==> src/sv/lpb_pkg.sv <==
// shared types and constants of the led strip pixel buffer
`default_nettype none
package lpb_pkg;

  localparam int MAX_PIXELS   = 256;
  localparam int MAX_CHANNELS = 5;
  localparam int STORE_DEPTH  = MAX_PIXELS * MAX_CHANNELS;
  localparam int ADDR_W       = $clog2(STORE_DEPTH);
  localparam int FULL_SCALE   = 256;
  localparam int SCALE_W      = $clog2(FULL_SCALE) + 1;
  localparam int PROD_W       = 8 + SCALE_W;
  localparam int SHIFT        = $clog2(FULL_SCALE);

  typedef logic [7:0] byte_t;
  typedef logic [2:0] code_t;

  // channel codes held by the order registers
  localparam code_t CH_RED  = 3'd0;
  localparam code_t CH_WARM = 3'd4;

  // configuration register indexes
  localparam logic [2:0] REG_PIXEL_COUNT   = 3'd0;
  localparam logic [2:0] REG_CHANNEL_COUNT = 3'd1;
  localparam logic [2:0] REG_ORDER_SLOT0   = 3'd2;

  typedef enum logic [1:0] {
    FN_SET_PIXEL  = 2'd0,
    FN_SET_ALL    = 2'd1,
    FN_SCALE_ALL  = 2'd2,
    FN_READ_PIXEL = 2'd3
  } func_t;

  typedef enum logic [2:0] {
    ST_CLEAR,
    ST_IDLE,
    ST_WALK,
    ST_DRAIN,
    ST_FINISH
  } state_t;

  typedef struct packed {
    logic [7:0]                   pix_cnt;
    logic [2:0]                   ch_cnt;   // already clamped to 1..MAX_CHANNELS
    logic [MAX_CHANNELS-1:0][2:0] order;
  } cfg_t;

  typedef struct packed {
    logic              we;
    logic [ADDR_W-1:0] waddr;
    byte_t             wdata;
    logic [ADDR_W-1:0] raddr;
  } mem_req_t;

endpackage
`default_nettype wire

==> src/sv/lpb_cfg.sv <==
// configuration registers with channel count clamping
`default_nettype none
module lpb_cfg
  import lpb_pkg::*;
(
  input  wire logic       clk,
  input  wire logic       rst_n,
  input  wire logic       cfg_we,
  input  wire logic [2:0] cfg_index,
  input  wire logic [7:0] cfg_wdata,
  output cfg_t            cfg
);

  logic [7:0]                   pix_cnt_r;
  logic [2:0]                   ch_cnt_r;
  logic [MAX_CHANNELS-1:0][2:0] order_r;

  always_ff @(posedge clk) begin
    if (!rst_n) begin
      pix_cnt_r <= '0;
      ch_cnt_r  <= 3'd3;
      for (int s = 0; s < MAX_CHANNELS; s++) begin
        order_r[s] <= 3'(s);
      end
    end else if (cfg_we) begin
      if (cfg_index == REG_PIXEL_COUNT) begin
        pix_cnt_r <= cfg_wdata;
      end
      if (cfg_index == REG_CHANNEL_COUNT) begin
        ch_cnt_r <= cfg_wdata[2:0];
      end
      for (int s = 0; s < MAX_CHANNELS; s++) begin
        if (cfg_index == 3'(REG_ORDER_SLOT0 + s)) begin
          order_r[s] <= cfg_wdata[2:0];
        end
      end
    end
  end

  always_comb begin
    cfg.pix_cnt = pix_cnt_r;
    cfg.order   = order_r;
    if (ch_cnt_r == 3'd0) begin
      cfg.ch_cnt = 3'd1;
    end else if (ch_cnt_r > 3'(MAX_CHANNELS)) begin
      cfg.ch_cnt = 3'(MAX_CHANNELS);
    end else begin
      cfg.ch_cnt = ch_cnt_r;
    end
  end

endmodule
`default_nettype wire

==> config.mk <==
export PLATFORM = sky130hd
export DESIGN_NAME = lpb_cfg
export DESIGN_NICKNAME = d
export VERILOG_FILES = /design/src/sv/lpb_pkg.sv /design/src/sv/lpb_cfg.sv
export SDC_FILE = /design/constraint.sdc
export NUM_CORES = 1
export LEC_CHECK = 0
export ABC_AREA = 1
export BUFFER_PORTS_ARGS = -buffer_cell sky130_fd_sc_hd__buf_2
export CAP_MARGIN = 20
export CORE_AREA = 4 4 52 54
export DETAILED_ROUTE_END_ITERATION = 8
export DIE_AREA = 0 0 56 58
export GPL_TIMING_DRIVEN = 0
export PLACE_DENSITY = 0.79
export SLEW_MARGIN = 40
export SYNTH_ARGS = -nofsm -noshare
export SYNTH_HDL_FRONTEND = slang
export SYNTH_SLANG_ARGS = --single-unit
==> constraint.sdc <==
create_clock -name clk -period 2.1 [get_ports clk]
set_input_delay 0.42 -clock clk [delete_from_list [all_inputs] [get_ports clk]]
set_output_delay 0.42 -clock clk [all_outputs]
set_load 0.05 [all_outputs]
==> summary.txt, run 1 <==
Rel. slew slack = 74.5%
minimum clock period = 1.56 ns
RSZ-0062 raised after global routing = false
share of cells above drive strength 1 = 24.6%
GR Layer Usage met1 = 20.4%
multiplexer share of the synthesized area = 0%
area grow syn2layout = 23.6%
top area cells in the synthesized netlist = dfxtp_1, nor2_1, nand2_1
GR peak layer = met2
number of distinct library cells after synthesis = 13
critical path arrival = 1.14 ns
number of buffers created by CTS = 3
GR Layer Usage met3 = 3.56%
final RePlAce weighted congestion = 0.925
outcome = finished clean
final number of setup-violating endpoints = 0
Total Die Area = 0.00325 mm²
XOR/XNOR Fraction of Synth Area = 0%
P_leak = 0.712 nW
Synth Area in Simple Gates = 43.2%
Iteration-0 DRC Markers = 44
crit path capture type = output port
die height = 58 µm
WL/cell = 11.1 µm
Post-CTS Setup Inserts = 0
Startpoint Class = flop
Global Route met2 Usage = 30.7%
CTS clk-pin slew, worst paths = 0.13 ns
Core Area = 0.00221 mm²
Yosys warnings = 0
Slew Viols, Final = 0
Avg Cell Area, Syn = 6.70 µm²
clock skew = 0 ns
vias in the first global route = 1,121
TritonCTS Sinks = 26
Root Buffer = clkbuf_4
vias per cell = 4.99
critical path type = flop to output port
PwrDens = 688 mW/mm²
biggest area consumer among synthesized cells = dfxtp_1
first-pass GRT wire length = 4600 µm
Synth Area in Adders = 0%
#FFs+latches synth = 26
CTS tree = yes
cells after synthesis = 165
DRC = 0
Worst-Skew Late Latency = 0.31 ns
port bufs = 38
n_diodes = 0
# nets final = 222
Synth Area in Compound Gates = 2.26%
Fin. Hold Viols = 0
sequential area share after synthesis = 47.1%
I/O pins = 40
peak supply drop = 0.425 mV
fmax = 640 MHz
via count = 1,173
crit-path max FO = 5
CP required = 1.68 ns
largest net degree at the start of global routing = 15
HP Class = input port to flop
final wirelength = 2610 µm
CTS max path bufs = 2
Post-CTS Hold Buffers = 0
Fin Hold WS = 0.357 ns
post_cts resized = 0
Tot GR Track Use = 17.3%
global route overflow = 0
antenna violations before repair = 0
Site Rows = 17
H-tree depth = 1
max_cap viols = 0
First-pass DRT Iterations = 4
worst-margin pin slew = 0.382 ns
largest family of logic cells by synthesized area = simple AND/OR/NAND/NOR gates
TNS Setup = 0 ns
Die X-Extent = 56 µm
Finished Core Util = 61.8%
starting density of the core = 50.0%
mapped cell area = 0.00111 mm²
commonest cells after routing, fill and taps aside = nor2_1, buf_2, nand2_1, nand3_1, dfxtp_1
Mapped Nets = 179
commonest non-fill, non-tap cell in the layout = nor2_1
top-area cell type share of the netlist area = 47.1%
Final ANT Viol Nets = 0
fin crit share = 74.4%
HPWL Detailed = 2110 µm
==> cells in the mapped netlist <==
| library cell | number |
|---|---|
| dfxtp_1 | 26 |
| nor2_1 | 47 |
| nor2_4 | 2 |
| nand2_1 | 38 |
| buf_4 | 1 |
| nor2_2 | 1 |
| buf_2 | 3 |
| clkbuf_1 | 1 |
| inv_2 | 2 |
| a21oi_1 | 1 |
| inv_1 | 13 |
| nand3_1 | 26 |
| o21ai_0 | 4 |
==> logic make-up (layout without fill, tap and decap cells) <==
family / Yosys count / count (layout)
DFF: 26 / 26
and+or+nand+nor: 114 / 114
buffers and inverters: 20 / 62
AOI/OAI and AO/OA: 5 / 5
==> sequential cells by signal, indices dropped and copies added, names as in the netlist <==
| name | count |
|---|---|
| cfg | 15 |
| ch_cnt_r | 3 |
| pix_cnt_r | 8 |
==> worst paths after layout <==
| kind | start | end | slack (ns) | cells past startpoint |
|---|---|---|---|---|
| max | ch_cnt_r[2]$_SDFFE_PN0P_ | cfg[15] | 0.54 | 3 |
| min | cfg_wdata[2] | cfg[14]$_SDFFE_PN1P_ | 0.36 | 3 |
| max reg2reg | ch_cnt_r[2]$_SDFFE_PN0P_ | ch_cnt_r[2]$_SDFFE_PN0P_ | 1.49 | 2 |
| min reg2reg | cfg[9]$_SDFFE_PN1P_ | cfg[9]$_SDFFE_PN1P_ | 0.47 | 2 |
==> through the flow <==
| stage | std cells | power (W) | instance area, µm² | setup WS (ns) |
|---|---|---|---|---|
| floorplan | 165 | 0.000661 | 1110 | 0.264 |
| global route | 235 | 0.000992 | 1370 | 0.438 |
| CTS | 235 | 0.000957 | 1370 | 0.510 |
| global placement | 231 | 0.000708 | 1330 | 0.868 |
| detailed placement | 231 | 0.000713 | 1330 | 0.847 |
| finish | 235 | 0.000941 | 1370 | 0.538 |
==> worst max-delay path, stage by stage, from the launching register on <==
cell     delay (ns)
dfxtp_1        0.41
a21oi_1        0.08
o21ai_0        0.07
buf_2          0.28
==> layout make-up <==
cell class                 count  area (µm²)
buffer                         5        26.3
clock buffer                   4        36.3
fill                         216         845
inverter                      15        56.3
multi-input combinational    119         503
sequential                    26         520
tap                           28        35.0
timing repair buffer          38         190
==> report_power, final <==
part / leakage, nW / total (W) / switching [W] / internal [W]
Clock: 0.0210 / 0.000240 / 0.000134 / 0.000106
Combinational: 0.479 / 0.000183 / 0.000135 / 0.0000472
Sequential: 0.212 / 0.000519 / 0.00000846 / 0.000511
Total: 0.712 / 0.000941 / 0.000278 / 0.000664
==> routing by layer <==
layer | vias to the layer above | part of all wire (%)
met3 | 2 | 6.6
met1 | 537 | 43
met4 | 0 | 0.65
met2 | 39 | 50
met5 | - | 0
li1 | 595 | -
(Power assumes the default switching activity.)
==> run 2, diff against run 1 <==
Settings changed: CORE_AREA 4 4 52 54 to 4 4 54 56, DIE_AREA 0 0 56 58 to 0 0 58 60, PLACE_DENSITY 0.79 to 0.74.
Clock period 2.1 ns to 1.5 ns, I/O delays scaled along.
==> run 2 against run 1 <==
Net effect:
- sequential share of layout area fell by 0.15 points
- final cell count rose by 0.85%
- design area rose by 0.64%
- register-to-register slack got worse by 0.58 ns
- largest power group unchanged
==> summary.txt, run 2 (synthesis results as in run 1) <==
RSZ-0062 raised after global routing = false
reg2reg setup slack = 0.91 ns (-0.58 ns)
Total Die Area = 0.00348 mm² (+7.1%)
sw frac = 30.3% (+0.74 points)
port bufs = 38 (unchanged)
final RePlAce weighted congestion = 0.899 (-2.9%)
First-pass DRT Iterations = 4 (unchanged)
Fin. Hold Viols = 0 (unchanged)
Finished Core Util = 56.6% (-5.2 points)
final wirelength = 2690 µm (+3.1%)
vias in the first global route = 1,109 (-1.1%)
DRC = 0 (unchanged)
fin crit share = 92.6%
worst-margin pin slew = 0.404 ns (+0.0221 ns)
CTS max path bufs = 2 (unchanged)
I/O pins = 40 (unchanged)
Root Buffer = clkbuf_4
WHS Path Cells = 3 (unchanged)
final number of setup-violating endpoints = 0 (unchanged)
crit path capture type = output port
WL/cell = 11.3 µm (+2.3%)
peak supply drop = 0.744 mV (+75%)
FF-to-FF End = ch_cnt_r[2]$_SDFFE_PN0P_
number of buffers created by CTS = 3 (unchanged)
Comb pwr share = 19.3% (about the same)
HP Class = input port to flop
fillcell total = 252 (+17%)
vias per cell = 4.83 (-3.2%)
via count = 1,145 (-2.4%)
Rel. slew slack = 73.0% (-1.5 points)
die height = 60 µm (+3.4%)
HPWL Detailed = 2130 µm (+1.3%)
Worst-Skew Late Latency = 0.32 ns (about the same)
critical path type = flop to output port
R2R cell count = 2 (unchanged)
commonest non-fill, non-tap cell in the layout = nor2_1
Tot GR Track Use = 17.1% (-0.20 points)
Post-CTS Setup Inserts = 0 (unchanged)
Worst Hold Launch = cfg_wdata[2]
Site Rows = 18 (+1)
outcome = finished clean
register area = 522 µm² (+0.24%)
max reg flops = 15 (unchanged)
PwrDens = 970 mW/mm² (+41%)
Iteration-0 DRC Markers = 28 (-36%)
# nets final = 222 (unchanged)
Startpoint Class = flop
area grow syn2layout = 24.4%
H-tree depth = 1 (unchanged)
largest net degree at the start of global routing = 15 (unchanged)
starting density of the core = 45.5% (-4.5 points)
Die X-Extent = 58 µm (+3.6%)
max_cap viols = 0 (unchanged)
critical path arrival = 1.09 ns (-0.05 ns)
Core Area = 0.00243 mm² (+10%)
area occupied by multi-input gates = 503 µm² (unchanged)
clock skew = 0 ns (unchanged)
Placed Instance Area = 0.00133 mm² (+0.19%)
TritonCTS Sinks = 26 (unchanged)
Slew Viols, Final = 0 (unchanged)
crit-path max FO = 5 (unchanged)
Hold Path Sink = cfg[14]$_SDFFE_PN1P_
n_diodes = 0 (unchanged)
commonest cells after routing, fill and taps aside = nor2_1, buf_2, nand2_1, nand3_1, dfxtp_1
share of cells above drive strength 1 = 25.1% (+0.48 points)
clock network fraction of total power = 26.2% (+0.7 points)
CP required = 1.20 ns (-0.48 ns)
Cell Int Power = 0.000931 W (+40%)
fmax = 720 MHz
Final ANT Viol Nets = 0 (unchanged)
TNS Setup = 0 ns (unchanged)
P_leak = 0.716 nW (+0.56%)
Seq pwr share = 54.5% (-0.6 points)
first-pass GRT wire length = 4550 µm (-1.0%)
minimum clock period = 1.39 ns
Psw = 0.000404 W (+45%)
CTS clk-pin slew, worst paths = 0.13 ns (about the same)
fin area = 0.00138 mm² (+0.64%)
reg2reg start = ch_cnt_r[2]$_SDFFE_PN0P_
global route overflow = 0 (unchanged)
CTS tree = yes
antenna violations before repair = 0 (unchanged)
-- run 2: changes by cell type in the layout (fill, tap and decap cells not counted), sizes merged --
cell,change
buf,-1
clkbuf,+1
-- run 2: worst max path at each step --
stage                                        start                   endpoint  cells past startpoint  slack, ns
after CTS                 ch_cnt_r[2]$_SDFFE_PN0P_                    cfg[15]                      3       0.02
after global routing      ch_cnt_r[2]$_SDFFE_PN0P_                    cfg[15]                      3      0.008
after global placement                cfg_index[0]  pix_cnt_r[0]$_SDFFE_PN0P_                      5       0.38
after floorplan           ch_cnt_r[1]$_SDFFE_PN1P_                    cfg[15]                      1       0.17
final                     ch_cnt_r[2]$_SDFFE_PN0P_                    cfg[15]                      3       0.11
after detailed placement              cfg_index[0]  pix_cnt_r[1]$_SDFFE_PN0P_                      5       0.36
-- run 2: repair_timing --
item,in CTS,in global routing
setup endpoints to repair,0,2
gates resized for setup,0,4
hold buffers,0,0
-- run 2: area by class of cell --
cell class | instances | share of cell area [%]
Sequential cell | 26 | 37.9
Multi-Input combinational cell | 119 | 36.5
Timing Repair Buffer | 38 | 14.2
Inverter | 15 | 4.09
Tap cell | 30 | 2.73
Clock buffer | 4 | 2.64
Buffer | 5 | 1.91
-- run 2: through the flow --
| step | hold slack [ns] | worst slack [ns] | std cells | total power, W |
|---|---|---|---|---|
| 3_5_place_dp | 0.468 | 0.356 | 233 | 0.000999 |
| 2_1_floorplan | 0.413 | 0.165 | 165 | 0.000926 |
| 5_1_grt | 0.191 | 0.00838 | 237 | 0.00142 |
| 4_1_cts | 0.200 | 0.0222 | 237 | 0.00135 |
| 3_3_place_gp | 0.433 | 0.385 | 233 | 0.000993 |
| 6_report | 0.207 | 0.111 | 237 | 0.00134 |
-- run 2: power by group through the flow --
stage | sequential (W) | clock (W) | combinational [W]
CTS | 0.000727 | 0.000363 | 0.000257
global route | 0.000732 | 0.000406 | 0.000280
detailed placement | 0.000742 | 0 | 0.000257
floorplan | 0.000817 | 0 | 0.000109
global placement | 0.000741 | 0 | 0.000252
finish | 0.000727 | 0.000350 | 0.000257
-- run 2: metal layers --
| metal | up-vias | wire length, µm | global-route usage, % |
|---|---|---|---|
| met4 | 0 | 42 | 7.28 |
| met2 | 42 | 1290 | 31.5 |
| met5 | - | 0 | 0 |
| met1 | 503 | 1130 | 18.8 |
| met3 | 5 | 221 | 3.89 |
| li1 | 595 | - | - |
-- run 2: critical path: stages (launching register included) --
cell and delay (ns):
dfxtp_2 0.36, a21oi_1 0.14, o21ai_1 0.08, buf_4 0.19
