$ cat config.mk
export PLATFORM = sky130hd
export DESIGN_NAME = lpb_seq_flat
export DESIGN_NICKNAME = d
export VERILOG_FILES = /design/src/sv/lpb_pkg.sv /design/src/sv/lpb_if.sv /design/src/sv/lpb_seq.sv /design/src/flat_wrapper.sv
export SDC_FILE = /design/constraint.sdc
export NUM_CORES = 1
export LEC_CHECK = 0
export ABC_AREA = 1
export ABC_CLOCK_PERIOD_IN_PS = 7640
export BUFFER_PORTS_ARGS = -buffer_cell sky130_fd_sc_hd__buf_2
export CORE_MARGIN = 8
export CORE_UTILIZATION = 31
export DETAILED_ROUTE_END_ITERATION = 10
export GPL_ROUTABILITY_DRIVEN = 0
export PLACE_DENSITY = 0.49
export SLEW_MARGIN = 30
export SYNTH_ARGS = -nofsm -noshare
export SYNTH_HDL_FRONTEND = slang
export SYNTH_SLANG_ARGS = --single-unit
$ cat constraint.sdc
create_clock -name clk -period 7.64 [get_ports clk]
set_input_delay 0.764 -clock clk [delete_from_list [all_inputs] [get_ports clk]]
set_output_delay 0.764 -clock clk [all_outputs]
set_load 0.03 [all_outputs]
$ cat src/sv/lpb_pkg.sv
// shared types and constants of the led strip pixel buffer
`default_nettype none
package lpb_pkg;

  localparam int MAX_PIXELS   = 256;
  localparam int MAX_CHANNELS = 5;
  localparam int STORE_DEPTH  = MAX_PIXELS * MAX_CHANNELS;
  localparam int ADDR_W       = $clog2(STORE_DEPTH);
  localparam int FULL_SCALE   = 256;
  localparam int SCALE_W      = $clog2(FULL_SCALE) + 1;
  localparam int PROD_W       = 8 + SCALE_W;
  localparam int SHIFT        = $clog2(FULL_SCALE);

  typedef logic [7:0] byte_t;
  typedef logic [2:0] code_t;

  // channel codes held by the order registers
  localparam code_t CH_RED  = 3'd0;
  localparam code_t CH_WARM = 3'd4;

  // configuration register indexes
  localparam logic [2:0] REG_PIXEL_COUNT   = 3'd0;
  localparam logic [2:0] REG_CHANNEL_COUNT = 3'd1;
  localparam logic [2:0] REG_ORDER_SLOT0   = 3'd2;

  typedef enum logic [1:0] {
    FN_SET_PIXEL  = 2'd0,
    FN_SET_ALL    = 2'd1,
    FN_SCALE_ALL  = 2'd2,
    FN_READ_PIXEL = 2'd3
  } func_t;

  typedef enum logic [2:0] {
    ST_CLEAR,
    ST_IDLE,
    ST_WALK,
    ST_DRAIN,
    ST_FINISH
  } state_t;

  typedef struct packed {
    logic [7:0]                   pix_cnt;
    logic [2:0]                   ch_cnt;   // already clamped to 1..MAX_CHANNELS
    logic [MAX_CHANNELS-1:0][2:0] order;
  } cfg_t;

  typedef struct packed {
    logic              we;
    logic [ADDR_W-1:0] waddr;
    byte_t             wdata;
    logic [ADDR_W-1:0] raddr;
  } mem_req_t;

endpackage
`default_nettype wire

$ cat src/sv/lpb_if.sv
// item channels of the led strip pixel buffer
`default_nettype none
interface lpb_in_if;
  logic       valid;
  logic       ready;
  logic [1:0] func;
  logic [7:0] pixel_index;
  logic [7:0] red;
  logic [7:0] green;
  logic [7:0] blue;
  logic [7:0] cold_white;
  logic [7:0] warm_white;
  logic [8:0] scale_factor;

  modport source (output valid, func, pixel_index, red, green, blue, cold_white,
                  warm_white, scale_factor, input ready);
  modport sink (input valid, func, pixel_index, red, green, blue, cold_white,
                warm_white, scale_factor, output ready);
endinterface

interface lpb_out_if;
  logic       valid;
  logic       ready;
  logic [7:0] byte0;
  logic [7:0] byte1;
  logic [7:0] byte2;
  logic [7:0] byte3;
  logic [7:0] byte4;
  logic       status;

  modport source (output valid, byte0, byte1, byte2, byte3, byte4, status, input ready);
  modport sink (input valid, byte0, byte1, byte2, byte3, byte4, status, output ready);
endinterface
`default_nettype wire

$ cat src/sv/lpb_seq.sv
// operation sequencer: clear pass, pixel walks, read-modify-write scaling, result register
`default_nettype none
module lpb_seq
  import lpb_pkg::*;
(
  input  wire logic  clk,
  input  wire logic  rst_n,
  input  wire cfg_t  cfg,
  lpb_in_if.sink     in_ch,
  lpb_out_if.source  out_ch,
  output mem_req_t   mem_req,
  input  wire byte_t mem_rdata
);

  state_t state_r, state_nxt;

  func_t              op_r;
  logic [ADDR_W-1:0]  addr_r;
  logic [ADDR_W-1:0]  end_r;
  logic [2:0]         slot_r;
  byte_t              ch_r [MAX_CHANNELS];
  logic [SCALE_W-1:0] scale_r;
  logic               rd_pend_r;
  logic [ADDR_W-1:0]  rd_addr_r;
  logic [2:0]         rd_slot_r;
  byte_t              res_r [MAX_CHANNELS];
  logic               status_r;
  logic               out_valid_r;
  byte_t              out_byte_r [MAX_CHANNELS];
  logic               out_status_r;

  logic [MAX_CHANNELS-1:0] slot_ok;
  logic [ADDR_W-1:0]       base;
  logic [ADDR_W-1:0]       total;
  logic                    accept;
  logic                    walk_go;
  logic                    out_load;
  func_t                   in_func;
  code_t                   cur_code;
  byte_t                   wr_chan;
  logic [PROD_W-1:0]       prod;

  // a slot is written only if it and every lower slot carry a known channel
  always_comb begin
    slot_ok[0] = (cfg.order[0] <= CH_WARM);
    for (int s = 1; s < MAX_CHANNELS; s++) begin
      slot_ok[s] = slot_ok[s-1] && (cfg.order[s] <= CH_WARM);
    end
  end

  assign in_func  = func_t'(in_ch.func);
  assign base     = ADDR_W'(in_ch.pixel_index) * ADDR_W'(cfg.ch_cnt);
  assign total    = ADDR_W'(cfg.pix_cnt) * ADDR_W'(cfg.ch_cnt);
  assign accept   = in_ch.valid && in_ch.ready;
  assign walk_go  = (state_r == ST_WALK) && (addr_r != end_r);
  assign cur_code = cfg.order[slot_r];
  assign wr_chan  = (cur_code <= CH_WARM) ? ch_r[cur_code] : '0;
  assign prod     = PROD_W'(mem_rdata) * PROD_W'(scale_r);

  always_ff @(posedge clk) begin
    if (!rst_n) begin
      state_r <= ST_CLEAR;
    end else begin
      state_r <= state_nxt;
    end
  end

  always_comb begin
    state_nxt   = state_r;
    in_ch.ready = 1'b0;
    out_load    = 1'b0;
    unique case (state_r)
      ST_CLEAR: begin
        if (addr_r == ADDR_W'(STORE_DEPTH - 1)) begin
          state_nxt = ST_IDLE;
        end
      end
      ST_IDLE: begin
        in_ch.ready = 1'b1;
        if (in_ch.valid) begin
          state_nxt = ST_WALK;
        end
      end
      ST_WALK: begin
        if (addr_r == end_r) begin
          state_nxt = ST_DRAIN;
        end
      end
      ST_DRAIN: begin
        state_nxt = ST_FINISH;
      end
      ST_FINISH: begin
        if (!out_valid_r || out_ch.ready) begin
          out_load  = 1'b1;
          state_nxt = ST_IDLE;
        end
      end
      default: begin
        state_nxt = ST_CLEAR;
      end
    endcase
  end

  // memory port: clear pass, pixel writes, and scaled write-back in the cycle after the read
  always_comb begin
    mem_req.we    = 1'b0;
    mem_req.waddr = addr_r;
    mem_req.wdata = '0;
    mem_req.raddr = addr_r;
    if (state_r == ST_CLEAR) begin
      mem_req.we = 1'b1;
    end else if (walk_go && (op_r == FN_SET_PIXEL || op_r == FN_SET_ALL)) begin
      mem_req.we    = slot_ok[slot_r];
      mem_req.wdata = wr_chan;
    end else if (rd_pend_r && op_r == FN_SCALE_ALL) begin
      mem_req.we    = 1'b1;
      mem_req.waddr = rd_addr_r;
      mem_req.wdata = prod[SHIFT +: 8];
    end
  end

  always_ff @(posedge clk) begin
    if (!rst_n) begin
      addr_r      <= '0;
      end_r       <= '0;
      slot_r      <= '0;
      rd_pend_r   <= 1'b0;
      op_r        <= FN_SET_PIXEL;
      out_valid_r <= 1'b0;
    end else begin
      rd_pend_r <= walk_go && (op_r == FN_SCALE_ALL || op_r == FN_READ_PIXEL);
      if (state_r == ST_CLEAR) begin
        addr_r <= (addr_r == ADDR_W'(STORE_DEPTH - 1)) ? '0 : addr_r + ADDR_W'(1);
      end else if (accept) begin
        op_r   <= in_func;
        slot_r <= '0;
        if (in_func == FN_SET_PIXEL || in_func == FN_READ_PIXEL) begin
          // out of range items run an empty walk
          addr_r <= base;
          end_r  <= (in_ch.pixel_index < cfg.pix_cnt) ? base + ADDR_W'(cfg.ch_cnt) : base;
        end else begin
          addr_r <= '0;
          end_r  <= total;
        end
      end else if (walk_go) begin
        addr_r <= addr_r + ADDR_W'(1);
        slot_r <= (slot_r == cfg.ch_cnt - 3'd1) ? '0 : slot_r + 3'd1;
      end
      if (out_load) begin
        out_valid_r <= 1'b1;
      end else if (out_ch.ready) begin
        out_valid_r <= 1'b0;
      end
    end
  end

  always_ff @(posedge clk) begin
    rd_addr_r <= addr_r;
    rd_slot_r <= slot_r;
    if (accept) begin
      ch_r[0]  <= in_ch.red;
      ch_r[1]  <= in_ch.green;
      ch_r[2]  <= in_ch.blue;
      ch_r[3]  <= in_ch.cold_white;
      ch_r[4]  <= in_ch.warm_white;
      scale_r  <= (in_ch.scale_factor > SCALE_W'(FULL_SCALE)) ? SCALE_W'(FULL_SCALE)
                                                              : in_ch.scale_factor;
      status_r <= (in_func == FN_SET_PIXEL || in_func == FN_READ_PIXEL) &&
                  (in_ch.pixel_index >= cfg.pix_cnt);
      for (int s = 0; s < MAX_CHANNELS; s++) begin
        res_r[s] <= '0;
      end
    end else if (rd_pend_r && op_r == FN_READ_PIXEL) begin
      res_r[rd_slot_r] <= mem_rdata;
    end
    if (out_load) begin
      out_status_r <= status_r;
      for (int s = 0; s < MAX_CHANNELS; s++) begin
        out_byte_r[s] <= res_r[s];
      end
    end
  end

  assign out_ch.valid  = out_valid_r;
  assign out_ch.byte0  = out_byte_r[0];
  assign out_ch.byte1  = out_byte_r[1];
  assign out_ch.byte2  = out_byte_r[2];
  assign out_ch.byte3  = out_byte_r[3];
  assign out_ch.byte4  = out_byte_r[4];
  assign out_ch.status = out_status_r;

endmodule
`default_nettype wire

$ cat src/flat_wrapper.sv
// flat-port wrapper written by rule: the top's interface ports become plain ports
module lpb_seq_flat import lpb_pkg::*;
  (clk, rst_n, cfg, mem_req, mem_rdata, in_ch_valid, in_ch_func, in_ch_pixel_index, in_ch_red, in_ch_green, in_ch_blue, in_ch_cold_white, in_ch_warm_white, in_ch_scale_factor, in_ch_ready, out_ch_valid, out_ch_byte0, out_ch_byte1, out_ch_byte2, out_ch_byte3, out_ch_byte4, out_ch_status, out_ch_ready);
  lpb_in_if in_ch_i ();
  lpb_out_if out_ch_i ();
  input  wire logic clk;
  input  wire logic rst_n;
  input  wire cfg_t cfg;
  output mem_req_t mem_req;
  input  wire byte_t mem_rdata;
  input wire logic [$bits(in_ch_i.valid)-1:0] in_ch_valid;
  input wire logic [$bits(in_ch_i.func)-1:0] in_ch_func;
  input wire logic [$bits(in_ch_i.pixel_index)-1:0] in_ch_pixel_index;
  input wire logic [$bits(in_ch_i.red)-1:0] in_ch_red;
  input wire logic [$bits(in_ch_i.green)-1:0] in_ch_green;
  input wire logic [$bits(in_ch_i.blue)-1:0] in_ch_blue;
  input wire logic [$bits(in_ch_i.cold_white)-1:0] in_ch_cold_white;
  input wire logic [$bits(in_ch_i.warm_white)-1:0] in_ch_warm_white;
  input wire logic [$bits(in_ch_i.scale_factor)-1:0] in_ch_scale_factor;
  output wire logic [$bits(in_ch_i.ready)-1:0] in_ch_ready;
  output wire logic [$bits(out_ch_i.valid)-1:0] out_ch_valid;
  output wire logic [$bits(out_ch_i.byte0)-1:0] out_ch_byte0;
  output wire logic [$bits(out_ch_i.byte1)-1:0] out_ch_byte1;
  output wire logic [$bits(out_ch_i.byte2)-1:0] out_ch_byte2;
  output wire logic [$bits(out_ch_i.byte3)-1:0] out_ch_byte3;
  output wire logic [$bits(out_ch_i.byte4)-1:0] out_ch_byte4;
  output wire logic [$bits(out_ch_i.status)-1:0] out_ch_status;
  input wire logic [$bits(out_ch_i.ready)-1:0] out_ch_ready;
  assign in_ch_i.valid = in_ch_valid;
  assign in_ch_i.func = in_ch_func;
  assign in_ch_i.pixel_index = in_ch_pixel_index;
  assign in_ch_i.red = in_ch_red;
  assign in_ch_i.green = in_ch_green;
  assign in_ch_i.blue = in_ch_blue;
  assign in_ch_i.cold_white = in_ch_cold_white;
  assign in_ch_i.warm_white = in_ch_warm_white;
  assign in_ch_i.scale_factor = in_ch_scale_factor;
  assign in_ch_ready = in_ch_i.ready;
  assign out_ch_valid = out_ch_i.valid;
  assign out_ch_byte0 = out_ch_i.byte0;
  assign out_ch_byte1 = out_ch_i.byte1;
  assign out_ch_byte2 = out_ch_i.byte2;
  assign out_ch_byte3 = out_ch_i.byte3;
  assign out_ch_byte4 = out_ch_i.byte4;
  assign out_ch_status = out_ch_i.status;
  assign out_ch_i.ready = out_ch_ready;
  lpb_seq u_core (.clk(clk), .rst_n(rst_n), .cfg(cfg), .in_ch(in_ch_i), .out_ch(out_ch_i), .mem_req(mem_req), .mem_rdata(mem_rdata));
endmodule
==> metrics.yaml <==
die_w_um: 209
max-slew-margin-rel_pct: 57.0
period_needed_ns: 5.96
powerDensity_nw_per_um2: 303
cts_num_sinks: 177
portBuffers: 170
finalHoldViolCount: 0
timing.hold.ws_ns: 0.418
post-route-period-util_pct: 78.0
vias_per_cell: 4.54
arrival_ns: 5.19
io_pins: 171
worst_pin_slew_ns: 0.644
hold_path.class: "register to register"
setup_viol: 0
grt_pass1_wl_mm: 50.3
cp_common_cell: "fa_1"
syn-cell-area_um2: 11600
synthArstFlopShare_pct: 0
dp.cells: 1976
cts-root-buf: "clkbuf_16"
mostFrequentLayoutCell: "nand2_1"
area_growth_syn_to_layout_pct: 16.2
routed_wl_mm: 31.5
maxCapViolCount: 0
power.share.clock_pct: 21.9
synth-seq-area-share_pct: 41.8
start_util_pct: 31.2
power.switching_mw: 1.83
cts_resized: 0
combPwrFrac_pct: 46.3
cts_buffers: 17
slowest_delay_ns: 0.58
syn_area_per_cell_um2: 8.47
crit_required_ns: 6.88
cts_htree_levels: 4
dr.first_iter.drc_count: 384
fin_ws_ns: 1.68
final_util_pct: 36.2
chipHeight_um: 209
dp_hpwl_mm: 24.9
yosysWarnings: 0
synth-edff-count: 131
dpl_worst_slack_ns: 1.84
crit_path_end_kind: "primary output"
p_leak_nw: 6.75
power.total_mw: 4.09
syn-num-nets: 1586
synth_area_leader_cell: "edfxtp_1"
worstSetupPathType: "register to primary output"
route.detailed.drc: 0
synth_top_cell_area_share_pct: 33.9
status: "complete, no violations"
layout_common_cells: "nand2_1 (320), inv_1 (270), buf_2 (170), edfxtp_1 (131), nor2_1 (119)"
grt_max_degree: 43
grt_overflow: 0
wl_per_cell_um: 15.7
antenna_found_initial: 1
ys_top_cells_by_area: "edfxtp_1 (34%), nand2_1 (10%), fa_1 (9.5%)"
tns_ns: 0
fin_area_um2: 13500
rsz0062_at_grt: "false"
setup.worst_path.start_class: "register"
seq_power_share_pct: 31.7
place_area_um2: 12900
path_cells: "nand2_1, inv_1, fa_1, fa_1, fa_1, inv_1, fa_1, inv_1, ha_1, a21oi_1, o21ai_0, a21oi_1, nand2_1, nand2_1, nand3_1, a21oi_1, buf_2"
drive_gt1_share_pct: 15.8
synth-main-ff-cell: "edfxtp_1"
cts.reportedPaths.clkPinSlew_ns: 0.08
drt.antenna.violating_nets: 0
track_usage_pct: 14.5
via_count: 9129
netlist_instances: 1369
synth.distinct_cells: 49
peakVddDrop_mv: 0.154
p_int_mw: 2.26
timing.clock.skew_ns: 0.0131
fillers: 3907
cts_setup_buffers: 0
switching_share_pct: 44.8
insertion_delay_ns: 0.44
synth-seq-cells: 177
first_global_vias: 9313
fin_nets: 1738
cts_tree: "done"
dr.pass1.iters: 5
crit_slowest_cell: "edfxtp_1"
die-area_um2: 43900
core-area_um2: 37200
hold_buffers: 0
worstPathMaxFanout: 8
slew_violations: 0
layoutNonFillerInstCount: 2009
fp-row-count: 71
cts_buffer_depth: 2
max_freq_mhz: 168
## layout make-up
class / count / area, um2 / area share, %
inverters: 277 / 1050 / 7.82
multi-input cells: 874 / 5500 / 40.8
flip-flops and latches: 177 / 4850 / 36.0
diodes: 1 / 2.50 / 0.0186
clock inverters: 15 / 170 / 1.26
clock buffers: 17 / 425 / 3.16
repair buffers: 174 / 881 / 6.54
well taps: 474 / 593 / 4.40
## sequential cells by signal, indices dropped and copies added, names as in the netlist, 2 cells and up
signal and cells:
u_core.addr_r 11, u_core.ch_r 40, u_core.end_r 11, u_core.op_r 2
u_core.out_byte_r 40, u_core.rd_addr_r 11, u_core.rd_slot_r 3, u_core.res_r 40
u_core.scale_r 9, u_core.slot_r 3, u_core.state_r 3
## cells in the mapped netlist (all sizes together), types with 2 or more instances
cell / count
o211ai: 13
nand4: 10
a31oi: 4
dfxtp: 46
o22ai: 5
o21a: 2
nand3b: 6
clkbuf: 25
buf: 16
xor2: 19
nor2: 123
a22oi: 2
nor3: 14
nand3: 67
a21oi: 64
nand2: 324
ha: 65
xnor2: 10
edfxtp: 131
a21o: 3
or2: 8
fa: 55
inv: 275
o21ai: 72
o31ai: 2
## worst max-delay path, delay by kind of cell, from the launching register on
| family | cells | cell delay, ns |
|---|---|---|
| buffers and inverters | 4 | 0.43 |
| and+or+nand+nor | 4 | 0.34 |
| adders and majority gates | 5 | 2.46 |
| DFF | 1 | 0.58 |
| AOI/OAI and AO/OA | 4 | 0.95 |
## worst paths after layout
path	startpoint	to	slack, ns	depth (start not counted)
max	u_core.scale_r[1]	mem_req[18]	1.68	17
min	u_core.res_r[4][3]	u_core.out_byte_r[0][35]	0.42	0
max reg2reg	u_core.state_r[1]	u_core.res_r[4][6]	4.82	8
min reg2reg	u_core.res_r[4][3]	u_core.out_byte_r[0][35]	0.42	0
## power by group through the flow
stage	clock network, mW	logic, mW	registers (mW)
detailed placement	0	1.91	1.32
global route	0.956	2.18	1.32
floorplan	0	1.41	1.31
finish	0.896	1.90	1.30
CTS	0.922	1.93	1.30
global placement	0	1.90	1.32
## per-layer routing
metal	track usage [%]	wire (um)
met4	5.20	838
met3	2.82	1220
met5	0	0
met2	25.6	15800
met1	17.3	13600
## cells by family after synthesis
group                    synth area share (%)
AO/OA/AOI/OAI                            8.37
flip-flops                               41.8
buffers and inverters                    10.8
XOR/XNOR                                 2.19
AND/OR/NAND/NOR                          20.3
adder cells (fa/ha/maj)                  16.5
No activity file was read; power rests on OpenSTA's default activity.
